<file path="config.mk">
export PLATFORM = sky130hd
export DESIGN_NAME = fit_policy_partition_allocator
export DESIGN_NICKNAME = d
export VERILOG_FILES = /design/src/rtl/core/fpa_pkg.sv /design/src/rtl/core/fpa_table.sv /design/src/rtl/core/fit_policy_partition_allocator.sv
export SDC_FILE = /design/constraint.sdc
export NUM_CORES = 1
export LEC_CHECK = 0
export BUFFER_PORTS_ARGS = -buffer_cell sky130_fd_sc_hd__buf_2
export CAP_MARGIN = 30
export CORE_AREA = 4 4 143 132
export CTS_BUF_LIST = sky130_fd_sc_hd__clkbuf_8
export DETAILED_ROUTE_END_ITERATION = 10
export DIE_AREA = 0 0 147 136
export PLACE_DENSITY = 0.85
export SYNTH_ARGS = -nofsm -noshare
export SYNTH_HDL_FRONTEND = slang
export SYNTH_SLANG_ARGS = --single-unit
</file>
<file path="constraint.sdc">
create_clock -name clk -period 4.3 [get_ports clk]
set_input_delay 0.86 -clock clk [delete_from_list [all_inputs] [get_ports clk]]
set_output_delay 0.86 -clock clk [all_outputs]
set_load 0.005 [all_outputs]
</file>
<file path="src/rtl/core/fpa_pkg.sv">
// Shared types, codes and defaults for the fit-policy partition allocator.
package fpa_pkg;

  // Default configuration of the block.
  localparam int NUM_PARTS_DEF = 8;
  localparam int SIZE_BITS_DEF = 16;

  // Fixed port field widths.
  localparam int KIND_W = 1;
  localparam int SEL_W  = 3;
  localparam int SIZE_W = 16;
  localparam int POL_W  = 2;

  // Item kinds.
  localparam logic [KIND_W-1:0] KIND_LOAD  = 1'b0;
  localparam logic [KIND_W-1:0] KIND_ALLOC = 1'b1;

  // Placement policies. The unused code behaves as first fit.
  localparam logic [POL_W-1:0] POL_FIRST = 2'd0;
  localparam logic [POL_W-1:0] POL_BEST  = 2'd1;
  localparam logic [POL_W-1:0] POL_WORST = 2'd2;
  localparam logic [POL_W-1:0] POL_SPARE = 2'd3;

  // Sequencer states.
  typedef enum logic [1:0] {
    ST_IDLE,
    ST_SCAN,
    ST_DRAIN,
    ST_WB
  } state_t;

endpackage

</file>
<file path="src/rtl/core/fpa_table.sv">
// Free-size table: synchronous memory with per-entry valid bits that read as zero.
module fpa_table #(
  parameter int NUM_PARTS = fpa_pkg::NUM_PARTS_DEF,
  parameter int SIZE_BITS = fpa_pkg::SIZE_BITS_DEF
) (
  input  logic                 clk,
  input  logic                 rst_n,
  input  logic                 wr_en,
  input  logic [((NUM_PARTS > 1) ? $clog2(NUM_PARTS) : 1)-1:0] wr_addr,
  input  logic [SIZE_BITS-1:0] wr_data,
  input  logic                 rd_en,
  input  logic [((NUM_PARTS > 1) ? $clog2(NUM_PARTS) : 1)-1:0] rd_addr,
  output logic [SIZE_BITS-1:0] rd_data
);

  logic [SIZE_BITS-1:0] mem_r [NUM_PARTS];
  logic [NUM_PARTS-1:0] valid_r;
  logic [SIZE_BITS-1:0] rd_q_r;
  logic                 rd_hit_r;

  always_ff @(posedge clk) begin
    if (wr_en) begin
      mem_r[wr_addr] <= wr_data;
    end
    if (rd_en) begin
      rd_q_r <= mem_r[rd_addr];
    end
  end

  // An entry never written since reset reads as zero.
  always_ff @(posedge clk) begin
    if (!rst_n) begin
      valid_r  <= '0;
      rd_hit_r <= 1'b0;
    end else begin
      if (wr_en) begin
        valid_r[wr_addr] <= 1'b1;
      end
      if (rd_en) begin
        rd_hit_r <= valid_r[rd_addr];
      end
    end
  end

  assign rd_data = rd_hit_r ? rd_q_r : '0;

endmodule

</file>
<file path="src/rtl/core/fit_policy_partition_allocator.sv">
// Top level of the fit-policy partition allocator: sequencer, scan datapath and result register.
//
// The block keeps one free size per fixed partition in a small synchronous memory.
// A load beat writes one partition's free size and its result appears on the cycle
// after it is accepted; a load whose partition number is not below NUM_PARTS is
// dropped and reported as not granted. Busy stays low after a load, so loads may
// be issued every cycle. An allocate beat scans the whole table, one entry read per
// cycle through the memory's single read port, and picks a partition by the policy
// in cfg_data: first fit takes the lowest fitting index, best fit the smallest
// fitting size and worst fit the largest, with the lowest index winning a tie; the
// unused policy code acts as first fit. A request of zero fits every partition and
// leaves the table unchanged. An allocate holds busy high through the scan state
// (one read per entry), a drain state for the last read to come back and be
// compared, and a write-back state that writes the reduced size back; its
// result strobes out on the cycle busy falls, which is also the first cycle a new
// beat can be taken. Each result is shown on out_strobe for exactly one cycle and must be
// captured then, since the receiver cannot stall the block. When nothing is placed,
// granted, part_index and remaining are all zero. The user must write the policy register
// through cfg_we only while the block is idle; the block does not enforce it. No clearing
// pass follows reset: per-entry valid bits make every partition read as zero until loaded.
module fit_policy_partition_allocator #(
  parameter int NUM_PARTS = fpa_pkg::NUM_PARTS_DEF,
  parameter int SIZE_BITS = fpa_pkg::SIZE_BITS_DEF
) (
  input  logic                      clk,
  input  logic                      rst_n,
  input  logic                      start,
  output logic                      busy,
  input  logic [fpa_pkg::KIND_W-1:0] in_kind,
  input  logic [fpa_pkg::SEL_W-1:0]  in_part_select,
  input  logic [fpa_pkg::SIZE_W-1:0] in_size_value,
  output logic                      out_strobe,
  output logic                      out_granted,
  output logic [fpa_pkg::SEL_W-1:0]  out_part_index,
  output logic [fpa_pkg::SIZE_W-1:0] out_remaining,
  input  logic                      cfg_we,
  input  logic [fpa_pkg::POL_W-1:0]  cfg_data
);

  localparam int IDX_W = (NUM_PARTS > 1) ? $clog2(NUM_PARTS) : 1;
  localparam logic [IDX_W-1:0] LAST_IDX = IDX_W'(NUM_PARTS - 1);

  fpa_pkg::state_t state_r, state_nxt;

  logic [fpa_pkg::POL_W-1:0] policy_r;

  logic [IDX_W-1:0]     rd_cnt_r, rd_cnt_nxt;
  logic [SIZE_BITS-1:0] req_r, req_nxt;
  logic                 found_r, found_nxt;
  logic [IDX_W-1:0]     pick_r, pick_nxt;
  logic [SIZE_BITS-1:0] pick_val_r, pick_val_nxt;
  logic                 cmp_en_r, cmp_en_nxt;
  logic [IDX_W-1:0]     cmp_idx_r, cmp_idx_nxt;

  logic                      out_strobe_r, out_strobe_nxt;
  logic                      out_granted_r, out_granted_nxt;
  logic [fpa_pkg::SEL_W-1:0]  out_index_r, out_index_nxt;
  logic [fpa_pkg::SIZE_W-1:0] out_rem_r, out_rem_nxt;

  logic                 accept;
  logic                 is_load;
  logic                 load_ok;
  logic [SIZE_BITS-1:0] load_size;
  logic [SIZE_BITS-1:0] wb_size;

  logic                 tbl_wr_en;
  logic [IDX_W-1:0]     tbl_wr_addr;
  logic [SIZE_BITS-1:0] tbl_wr_data;
  logic                 tbl_rd_en;
  logic [SIZE_BITS-1:0] tbl_rd_data;

  logic fits;
  logic take;

  // The table itself: one write port shared by loads and write-back, one read port
  // for the scan. The sequencer never overlaps a write and a read of one entry.
  fpa_table #(
    .NUM_PARTS (NUM_PARTS),
    .SIZE_BITS (SIZE_BITS)
  ) u_table (
    .clk     (clk),
    .rst_n   (rst_n),
    .wr_en   (tbl_wr_en),
    .wr_addr (tbl_wr_addr),
    .wr_data (tbl_wr_data),
    .rd_en   (tbl_rd_en),
    .rd_addr (rd_cnt_r),
    .rd_data (tbl_rd_data)
  );

  assign accept    = start && !busy;
  assign is_load   = (in_kind == fpa_pkg::KIND_LOAD);
  assign load_ok   = is_load && (int'(in_part_select) < NUM_PARTS);
  assign load_size = SIZE_BITS'(in_size_value);
  assign wb_size   = pick_val_r - req_r;

  // Candidate test for the entry whose read data is back this cycle. Only the first
  // fitting entry is taken under first fit and the unused code; best and worst fit
  // may replace it on a strict improvement, so ties keep the lower index.
  assign fits = (tbl_rd_data >= req_r);
  assign take = cmp_en_r && fits &&
                (!found_r ||
                 ((policy_r == fpa_pkg::POL_BEST)  && (tbl_rd_data < pick_val_r)) ||
                 ((policy_r == fpa_pkg::POL_WORST) && (tbl_rd_data > pick_val_r)));

  // Next state.
  always_comb begin
    state_nxt = state_r;
    case (state_r)
      fpa_pkg::ST_IDLE: begin
        if (accept && !is_load) begin
          state_nxt = fpa_pkg::ST_SCAN;
        end
      end
      fpa_pkg::ST_SCAN: begin
        if (rd_cnt_r == LAST_IDX) begin
          state_nxt = fpa_pkg::ST_DRAIN;
        end
      end
      fpa_pkg::ST_DRAIN: state_nxt = fpa_pkg::ST_WB;
      fpa_pkg::ST_WB:    state_nxt = fpa_pkg::ST_IDLE;
      default:           state_nxt = fpa_pkg::ST_IDLE;
    endcase
  end

  // Control outputs of the sequencer.
  always_comb begin
    busy        = 1'b1;
    tbl_rd_en   = 1'b0;
    tbl_wr_en   = 1'b0;
    tbl_wr_addr = IDX_W'(in_part_select);
    tbl_wr_data = load_size;
    case (state_r)
      fpa_pkg::ST_IDLE: begin
        busy      = 1'b0;
        tbl_wr_en = accept && load_ok;
      end
      fpa_pkg::ST_SCAN: begin
        tbl_rd_en = 1'b1;
      end
      fpa_pkg::ST_DRAIN: begin
        busy = 1'b1;
      end
      fpa_pkg::ST_WB: begin
        tbl_wr_en   = found_r;
        tbl_wr_addr = pick_r;
        tbl_wr_data = wb_size;
      end
      default: begin
        busy = 1'b1;
      end
    endcase
  end

  // Scan datapath.
  always_comb begin
    rd_cnt_nxt   = (state_r == fpa_pkg::ST_SCAN) ? IDX_W'(rd_cnt_r + 1'b1) : '0;
    req_nxt      = accept ? load_size : req_r;
    found_nxt    = found_r;
    pick_nxt     = pick_r;
    pick_val_nxt = pick_val_r;
    cmp_en_nxt   = (state_r == fpa_pkg::ST_SCAN);
    cmp_idx_nxt  = rd_cnt_r;
    if (accept) begin
      found_nxt = 1'b0;
    end else if (take) begin
      found_nxt    = 1'b1;
      pick_nxt     = cmp_idx_r;
      pick_val_nxt = tbl_rd_data;
    end
  end

  // Result register: a load reports on the next cycle, an allocate after write-back.
  always_comb begin
    out_strobe_nxt  = 1'b0;
    out_granted_nxt = 1'b0;
    out_index_nxt   = '0;
    out_rem_nxt     = '0;
    if (accept && is_load) begin
      out_strobe_nxt = 1'b1;
      if (load_ok) begin
        out_granted_nxt = 1'b1;
        out_index_nxt   = in_part_select;
        out_rem_nxt     = fpa_pkg::SIZE_W'(load_size);
      end
    end else if (state_r == fpa_pkg::ST_WB) begin
      out_strobe_nxt = 1'b1;
      if (found_r) begin
        out_granted_nxt = 1'b1;
        out_index_nxt   = fpa_pkg::SEL_W'(pick_r);
        out_rem_nxt     = fpa_pkg::SIZE_W'(wb_size);
      end
    end
  end

  always_ff @(posedge clk) begin
    if (!rst_n) begin
      state_r      <= fpa_pkg::ST_IDLE;
      policy_r     <= fpa_pkg::POL_FIRST;
      cmp_en_r     <= 1'b0;
      out_strobe_r <= 1'b0;
      found_r      <= 1'b0;
    end else begin
      state_r      <= state_nxt;
      cmp_en_r     <= cmp_en_nxt;
      out_strobe_r <= out_strobe_nxt;
      found_r      <= found_nxt;
      if (cfg_we) begin
        policy_r <= cfg_data;
      end
    end
  end

  always_ff @(posedge clk) begin
    rd_cnt_r      <= rd_cnt_nxt;
    req_r         <= req_nxt;
    pick_r        <= pick_nxt;
    pick_val_r    <= pick_val_nxt;
    cmp_idx_r     <= cmp_idx_nxt;
    out_granted_r <= out_granted_nxt;
    out_index_r   <= out_index_nxt;
    out_rem_r     <= out_rem_nxt;
  end

  assign out_strobe     = out_strobe_r;
  assign out_granted    = out_granted_r;
  assign out_part_index = out_index_r;
  assign out_remaining  = out_rem_r;

endmodule

</file>
==> Word level (Yosys, flattened, before mapping) <==
Memory sizes are Yosys's and may differ from the RTL's. A register that Yosys moved wholly into a read port is not among the register bits.
Cells that the tools add are included.
W data, S select, Z words.
{ "totals": {"memories": 1, "register_bits": 77, "ramBits": 128, "elab_cells": 80, "out_inout_bits": 22, "in_bits": 26} }
{ "mem_list": {"columns": ["name", "words", "word_bits", "rd", "rd_clocked_by_memory_dff", "wr", "line_no", "source"], "rows": [
  ["u_table.mem_r", 8, 16, 1, 1, 1, "fpa_table.sv:16", "logic [SIZE_BITS-1:0] mem_r [NUM_PARTS];"]
]} }
{ "op_classes": {"magnitude_cmp": 6, "muxes": 29, "n_bitwise": 4, "add_sub_neg": 2, "n_eq_ne": 8, "reduce_logical": 15} }
{ "ops": {"columns": ["cell", "n"], "rows": [
  ["$mux W16", 6],
  ["$ge A16 B16 Y1", 1],
  ["$gt A16 B16 Y1", 1],
  ["$lt A16 B16 Y1", 1],
  ["$sub A16 B16 Y16", 1],
  ["$mux W3", 5],
  ["$mux W1", 12],
  ["$logic_and A1 B1 Y1", 8],
  ["$lt A3 B4 Y1 const B", 2],
  ["$or A8 B8 Y8", 1],
  ["$pmux W2 S4", 1],
  ["$eq A2 B2 Y1 const B", 3],
  ["$eq A2 B1 Y1 const B", 2],
  ["$mux W2", 2],
  ["$ne A2 B1 Y1 const B", 2],
  ["$reduce_and A2 Y1", 2],
  ["$add A3 B1 Y3 const B", 1],
  ["$bmux W1 S3", 1],
  ["$demux W1 S3", 1],
  ["$eq A3 B3 Y1 const B", 1],
  ["$ge A3 B1 Y1 const B", 1],
  ["$not A1 Y1", 3],
  ["$logic_not A2 Y1", 1],
  ["$logic_or A1 B1 Y1", 2],
  ["3 further kinds", 3]
]} }

==> Longest topological paths before layout <==
{ "logic_depth": {"depth_word": 7, "depth_mapped": 10} }

==> Modules after synthesis <==
Synthesis repeated with hierarchy kept, for this count alone.
{ "unflattened": {"cells_unflattened": 636, "area_unflattened_um2": 9833.2} }
{ "modules_own_cells": {"columns": ["module", "seq_area_each_um2", "area_per_inst_um2", "instances", "cells_per_inst"], "rows": [
  ["fpa_table", 4504.3, 5895.7, 1, 257],
  ["fit_policy_partition_allocator", 1711.6, 3937.5, 1, 379]
]} }

==> Worst setup path after synthesis <==
Ideal clock, no wire load.
{ "synth_timing": {"kind": "register to register", "startpoint": "register u_table.rd_hit_r", "endpoint": "register pick_r[0], enable pin", "stages_incl_launch_ff": 11, "period_less_slack_ps": 4384, "t_arrival_ps": 3934, "setup_slack_ps": -84, "setup_ps": 451, "t_required_ps": 3849, "path_cell_list": "dfxtp_1 > buf_2 > clkbuf_1 > and2_1 > ha_1 > a21o_1 > a21o_1 > a211o_1 > o211ai_1 > a211oi_1 > nor4b_1"} }
{ "synth_via": {"elab_chain_cells": 7} }
{ "synth_rtl": {"columns": ["element", "line_no", "source"], "rows": [
  ["start: declaration", "fpa_table.sv:19", "logic rd_hit_r;"],
  ["start signal: assignment", "fpa_table.sv:40", "rd_hit_r <= valid_r[rd_addr];"],
  ["$mux W16 *", "fpa_table.sv:45", "assign rd_data = rd_hit_r ? rd_q_r : '0;"],
  ["via tbl_rd_data[9]", "fit_policy_partition_allocator.sv:70", "logic [SIZE_BITS-1:0] tbl_rd_data;"],
  ["$lt A16 B16 Y1", "fit_policy_partition_allocator.sv:103", "((policy_r == fpa_pkg::POL_BEST) && (tbl_rd_data < pick_val_r)) ||"],
  ["$logic_and A1 B1 Y1", "fit_policy_partition_allocator.sv:103", null],
  ["$logic_or A1 B1 Y1", "fit_policy_partition_allocator.sv:102", "(!found_r ||"],
  ["$logic_or A1 B1 Y1", "fit_policy_partition_allocator.sv:103", null],
  ["$logic_and A1 B1 Y1 *", "fit_policy_partition_allocator.sv:101", "assign take = cmp_en_r && fits &&"],
  ["$reduce_and A2 Y1 (no line) *", null, null],
  ["end signal: assignment", "fit_policy_partition_allocator.sv:217", "pick_r <= pick_nxt;"],
  ["end: declaration", "fit_policy_partition_allocator.sv:50", "logic [IDX_W-1:0] pick_r, pick_nxt;"]
]} }
The timed path passes the listed nets; every way through them passes the cells marked *.
A chain may end at the register's enable or synchronous reset.

==> Worst setup path in the final report <==
{ "layout_timing": {"startpoint": "register u_table.rd_hit_r", "endpoint": "register pick_val_r[13], enable pin"} }
{ "layout_via": {"elab_chain_cells": 7} }
{ "layout_rtl": {"columns": ["element", "line_no", "source"], "rows": [
  ["$mux W16 *", "fpa_table.sv:45", null],
  ["via tbl_rd_data[9]", "fit_policy_partition_allocator.sv:70", null],
  ["$lt A16 B16 Y1", "fit_policy_partition_allocator.sv:103", null],
  ["$logic_and A1 B1 Y1", "fit_policy_partition_allocator.sv:103", null],
  ["$logic_or A1 B1 Y1", "fit_policy_partition_allocator.sv:102", null],
  ["$logic_or A1 B1 Y1", "fit_policy_partition_allocator.sv:103", null],
  ["$logic_and A1 B1 Y1 *", "fit_policy_partition_allocator.sv:101", null],
  ["$reduce_and A2 Y1 (no line) *", null, null],
  ["end signal: assignment", "fit_policy_partition_allocator.sv:218", "pick_val_r <= pick_val_nxt;"],
  ["end: declaration", "fit_policy_partition_allocator.sv:51", "logic [SIZE_BITS-1:0] pick_val_r, pick_val_nxt;"]
]} }
Marks and branches as above.

==> impl_metrics.py <==
metrics = {
    "status": {
        "status": "finished clean",
    },
    "flow_run": {
        "cap_violations": 0,
    },
    "power_and_ir_drop": {
        "powerDensity_mw_per_mm2": 516,
        "total_power_mw": 5.74,
        "leakage_nw": 4.24,
        "ir_drop_mv": 0.251,
    },
    "floorplanning": {
        "initial_core_util": 0.563,
        "die_h_um": 136,
        "die_w_um": 147,
        "core_area_sq_mm": 0.0173,
        "dieArea_sq_mm": 0.0200,
        "num_rows": 46,
        "ios": 48,
    },
    "global_route": {
        "gr-usage-all-layers": 0.219,
        "busiest_layer": "met2",
        "grt_overflow": 0,
        "grt_max_degree": 36,
        "antenna_found_initial": 0,
        "met2_usage": 0.359,
        "grt_pass1_wl_um": 33600,
        "met1_usage": 0.293,
        "grt_pass1_vias": 6218,
        "use_met3": 0.0443,
    },
    "sta": {
        "setup-tns-final_ps": 0,
        "fin_hold_ws_ps": 412,
        "hold_violations": 0,
        "maxSlewHeadroom": 0.349,
        "min_period_over_period": 0.738,
        "setup_slack_ps": 1130,
        "layout_min_cycle_time_ps": 3170,
        "finClkSkew_ps": 19.9,
        "clock.fmax_mhz": 315,
        "worst_pin_slew_ps": 977,
        "setup_viol": 0,
        "rsz0062_at_grt": "no",
        "maxSlewViolCount": 0,
    },
    "logic_synthesis": {
        "ys_types": 62,
        "synth-seq-area-share": 0.637,
        "synth_simple_gate_area_frac": 0.0555,
        "async_reset_ff_frac": 0,
        "synth_xor_xnor_area_share": 0.00987,
        "ys_top_cells_by_area": "edfxtp_1 55%, dfxtp_1 8.6%, mux4_2 7.8%",
        "synth_top_family_by_area": "multiplexers",
        "synthMuxAreaShare": 0.119,
        "synth_edf_count": 179,
        "ys.flop_type": "edfxtp_1",
        "synth_area_sq_mm": 0.00976,
        "synthAdderAreaFrac": 0.0672,
        "avgSynthCellArea_sq_um": 15.1,
        "yosysTopAreaCellShare": 0.551,
        "synth-compound-area-share": 0.0819,
        "synthesis.nets": 723,
        "synth_top_cell_by_area": "edfxtp_1",
        "synth_warnings": 0,
        "synth-seq-cells": 221,
        "netlist_instances": 646,
    },
    "cts": {
        "cts_hold_buf": 0,
        "cts_max_level": 2,
        "clkTransAtPathRegs_ps": 60,
        "cts.sinks": 221,
        "root_buffer": "clkbuf_8",
        "post_cts_buffers": 0,
        "cts_made_buffers": 36,
        "cts_tree": "done",
        "cts_resized": 0,
        "clock_path_buffers": 3,
        "clkLatencyLatePin_ps": 540,
    },
    "setup_path": {
        "cp_num_buf_inv": 1,
        "crit_path_frequent_cell": "a21o_1",
        "crit_slowest_cell": "dfxtp_1",
        "crit_fanout": 19,
        "slowest_delay_ps": 670,
        "r2r_start": "u_table.rd_hit_r",
        "crit_family": "compound AO/OA/AOI/OAI gates",
        "crit_chain": "and2_1, ha_1, a21o_1, a21o_1, a211o_1, o211ai_1, a211oi_1, nor4b_4, buf_4",
        "worst_setup_path_end_kind": "flip-flop",
        "cp-start-kind": "flip-flop",
        "cp-startpoint": "u_table.rd_hit_r",
        "cp.required_ps": 4510,
        "crit_type": "reg -> reg",
        "arrival_ps": 3390,
    },
    "routing": {
        "wire_per_inst_um": 21.2,
        "antenna_left": 0,
        "routed_wirelength_um": 21000,
        "vias": 5808,
        "vias_per_cell": 5.87,
        "drc": 0,
        "drt-initial-drc-count": 488,
        "drt-pass1-iter-count": 5,
    },
    "finish": {
        "mostFrequentLayoutCell": "edfxtp_1",
        "fill_cells": 1198,
        "final_cell_mix": "179 x edfxtp_1, 60 x inv_1, 50 x ha_1",
        "final_nets": 802,
        "fin_util": 0.641,
        "fin_area_sq_mm": 0.0111,
        "final_cells": 989,
        "areaGrowthSynthToFinish_pct": 13.8,
        "antennaDiodeCount": 0,
        "drive_above_1_share": 0.248,
    },
    "placed_design": {
        "place_ws_ps": 1180,
        "hpwl_um": 14300,
        "placed_cells": 927,
        "placed_area_sq_mm": 0.0104,
        "portBuffers": 47,
        "place.gp.congestion": 0.979,
    },
    "min_path": {
        "hold_class": "reg -> reg",
        "hp-start": "cmp_idx_r[1]",
    },
}
-- power by group --
| group | switching [mW] | total (mW) | internal (mW) |
|---|---|---|---|
| combinational | 0.654 | 1.16 | 0.506 |
| sequential | 0.115 | 2.68 | 2.57 |
| clock | 0.815 | 1.89 | 1.08 |
| total | 1.58 | 5.74 | 4.15 |
-- per-layer routing --
layer / vias up / part of all wire
met2: 218 / 0.49
met5: - / 0
met1: 2914 / 0.43
met4: 0 / 0.021
met3: 32 / 0.060
li1: 2644 / -
-- area by class of cell --
cell class              count  area [sq um]  share of cell area
clock inverters            20           176              0.0159
flip-flops and latches    221          6220               0.560
clock buffers              42           578              0.0520
well taps                 240           300              0.0270
repair buffers             63           379              0.0341
multi-input cells         352          3270               0.294
inverters                  51           191              0.0172
-- kinds of logic after synthesis --
logic type / after synthesis
and+or+nand+nor: 109
AOI/OAI and AO/OA: 110
muxes: 70
adders and majority gates: 52
buffers and inverters: 73
DFF: 221
xor gates and xnor gates: 11
-- synthesized netlist by cell type, types with 2 or more instances --
cell type and instances:
nor2_1 29, nand4_1 3, o21ai_0 12, nor3b_1 2
xor2_1 3, nand2b_1 6, a21o_1 7, o221ai_1 2
a211oi_1 6, a22o_1 12, a21oi_2 2, clkbuf_1 12
o2111ai_1 3, a21oi_1 23, buf_2 7, xnor2_1 8
ha_1 50, nand2_1 22, o21a_1 13, o211ai_1 2
nor2b_1 5, mux2i_1 10, a31oi_1 5, and2_1 17
o22ai_1 4, nand3_1 7, mux2_2 26, inv_1 50
and3_1 2, o21ai_1 2, mux4_2 34, dfxtp_1 42
edfxtp_1 179, nor3_1 11
-- final timing paths --
kind,to,slack (ps),cells after the start
max reg2reg,pick_val_r[13],1130,9
min,pick_r[1],410,0
max,pick_val_r[13],1130,9
min reg2reg,pick_r[1],410,0
-- state kept, by name (all words and copies together) (netlist names) --
| name | flops |
|---|---|
| cmp_en_r | 1 |
| cmp_idx_nxt | 3 |
| cmp_idx_r | 3 |
| found_r | 1 |
| out_granted | 1 |
| out_part_index | 3 |
| out_remaining | 16 |
| out_strobe | 1 |
| pick_r | 3 |
| pick_val_r | 16 |
| policy_r | 2 |
| req_r | 16 |
| state_r | 2 |
| u_table.mem_r | 128 |
| u_table.rd_hit_r | 1 |
| u_table.rd_q_r | 16 |
| u_table.valid_r | 8 |
Power figures use the tool's default switching activity.
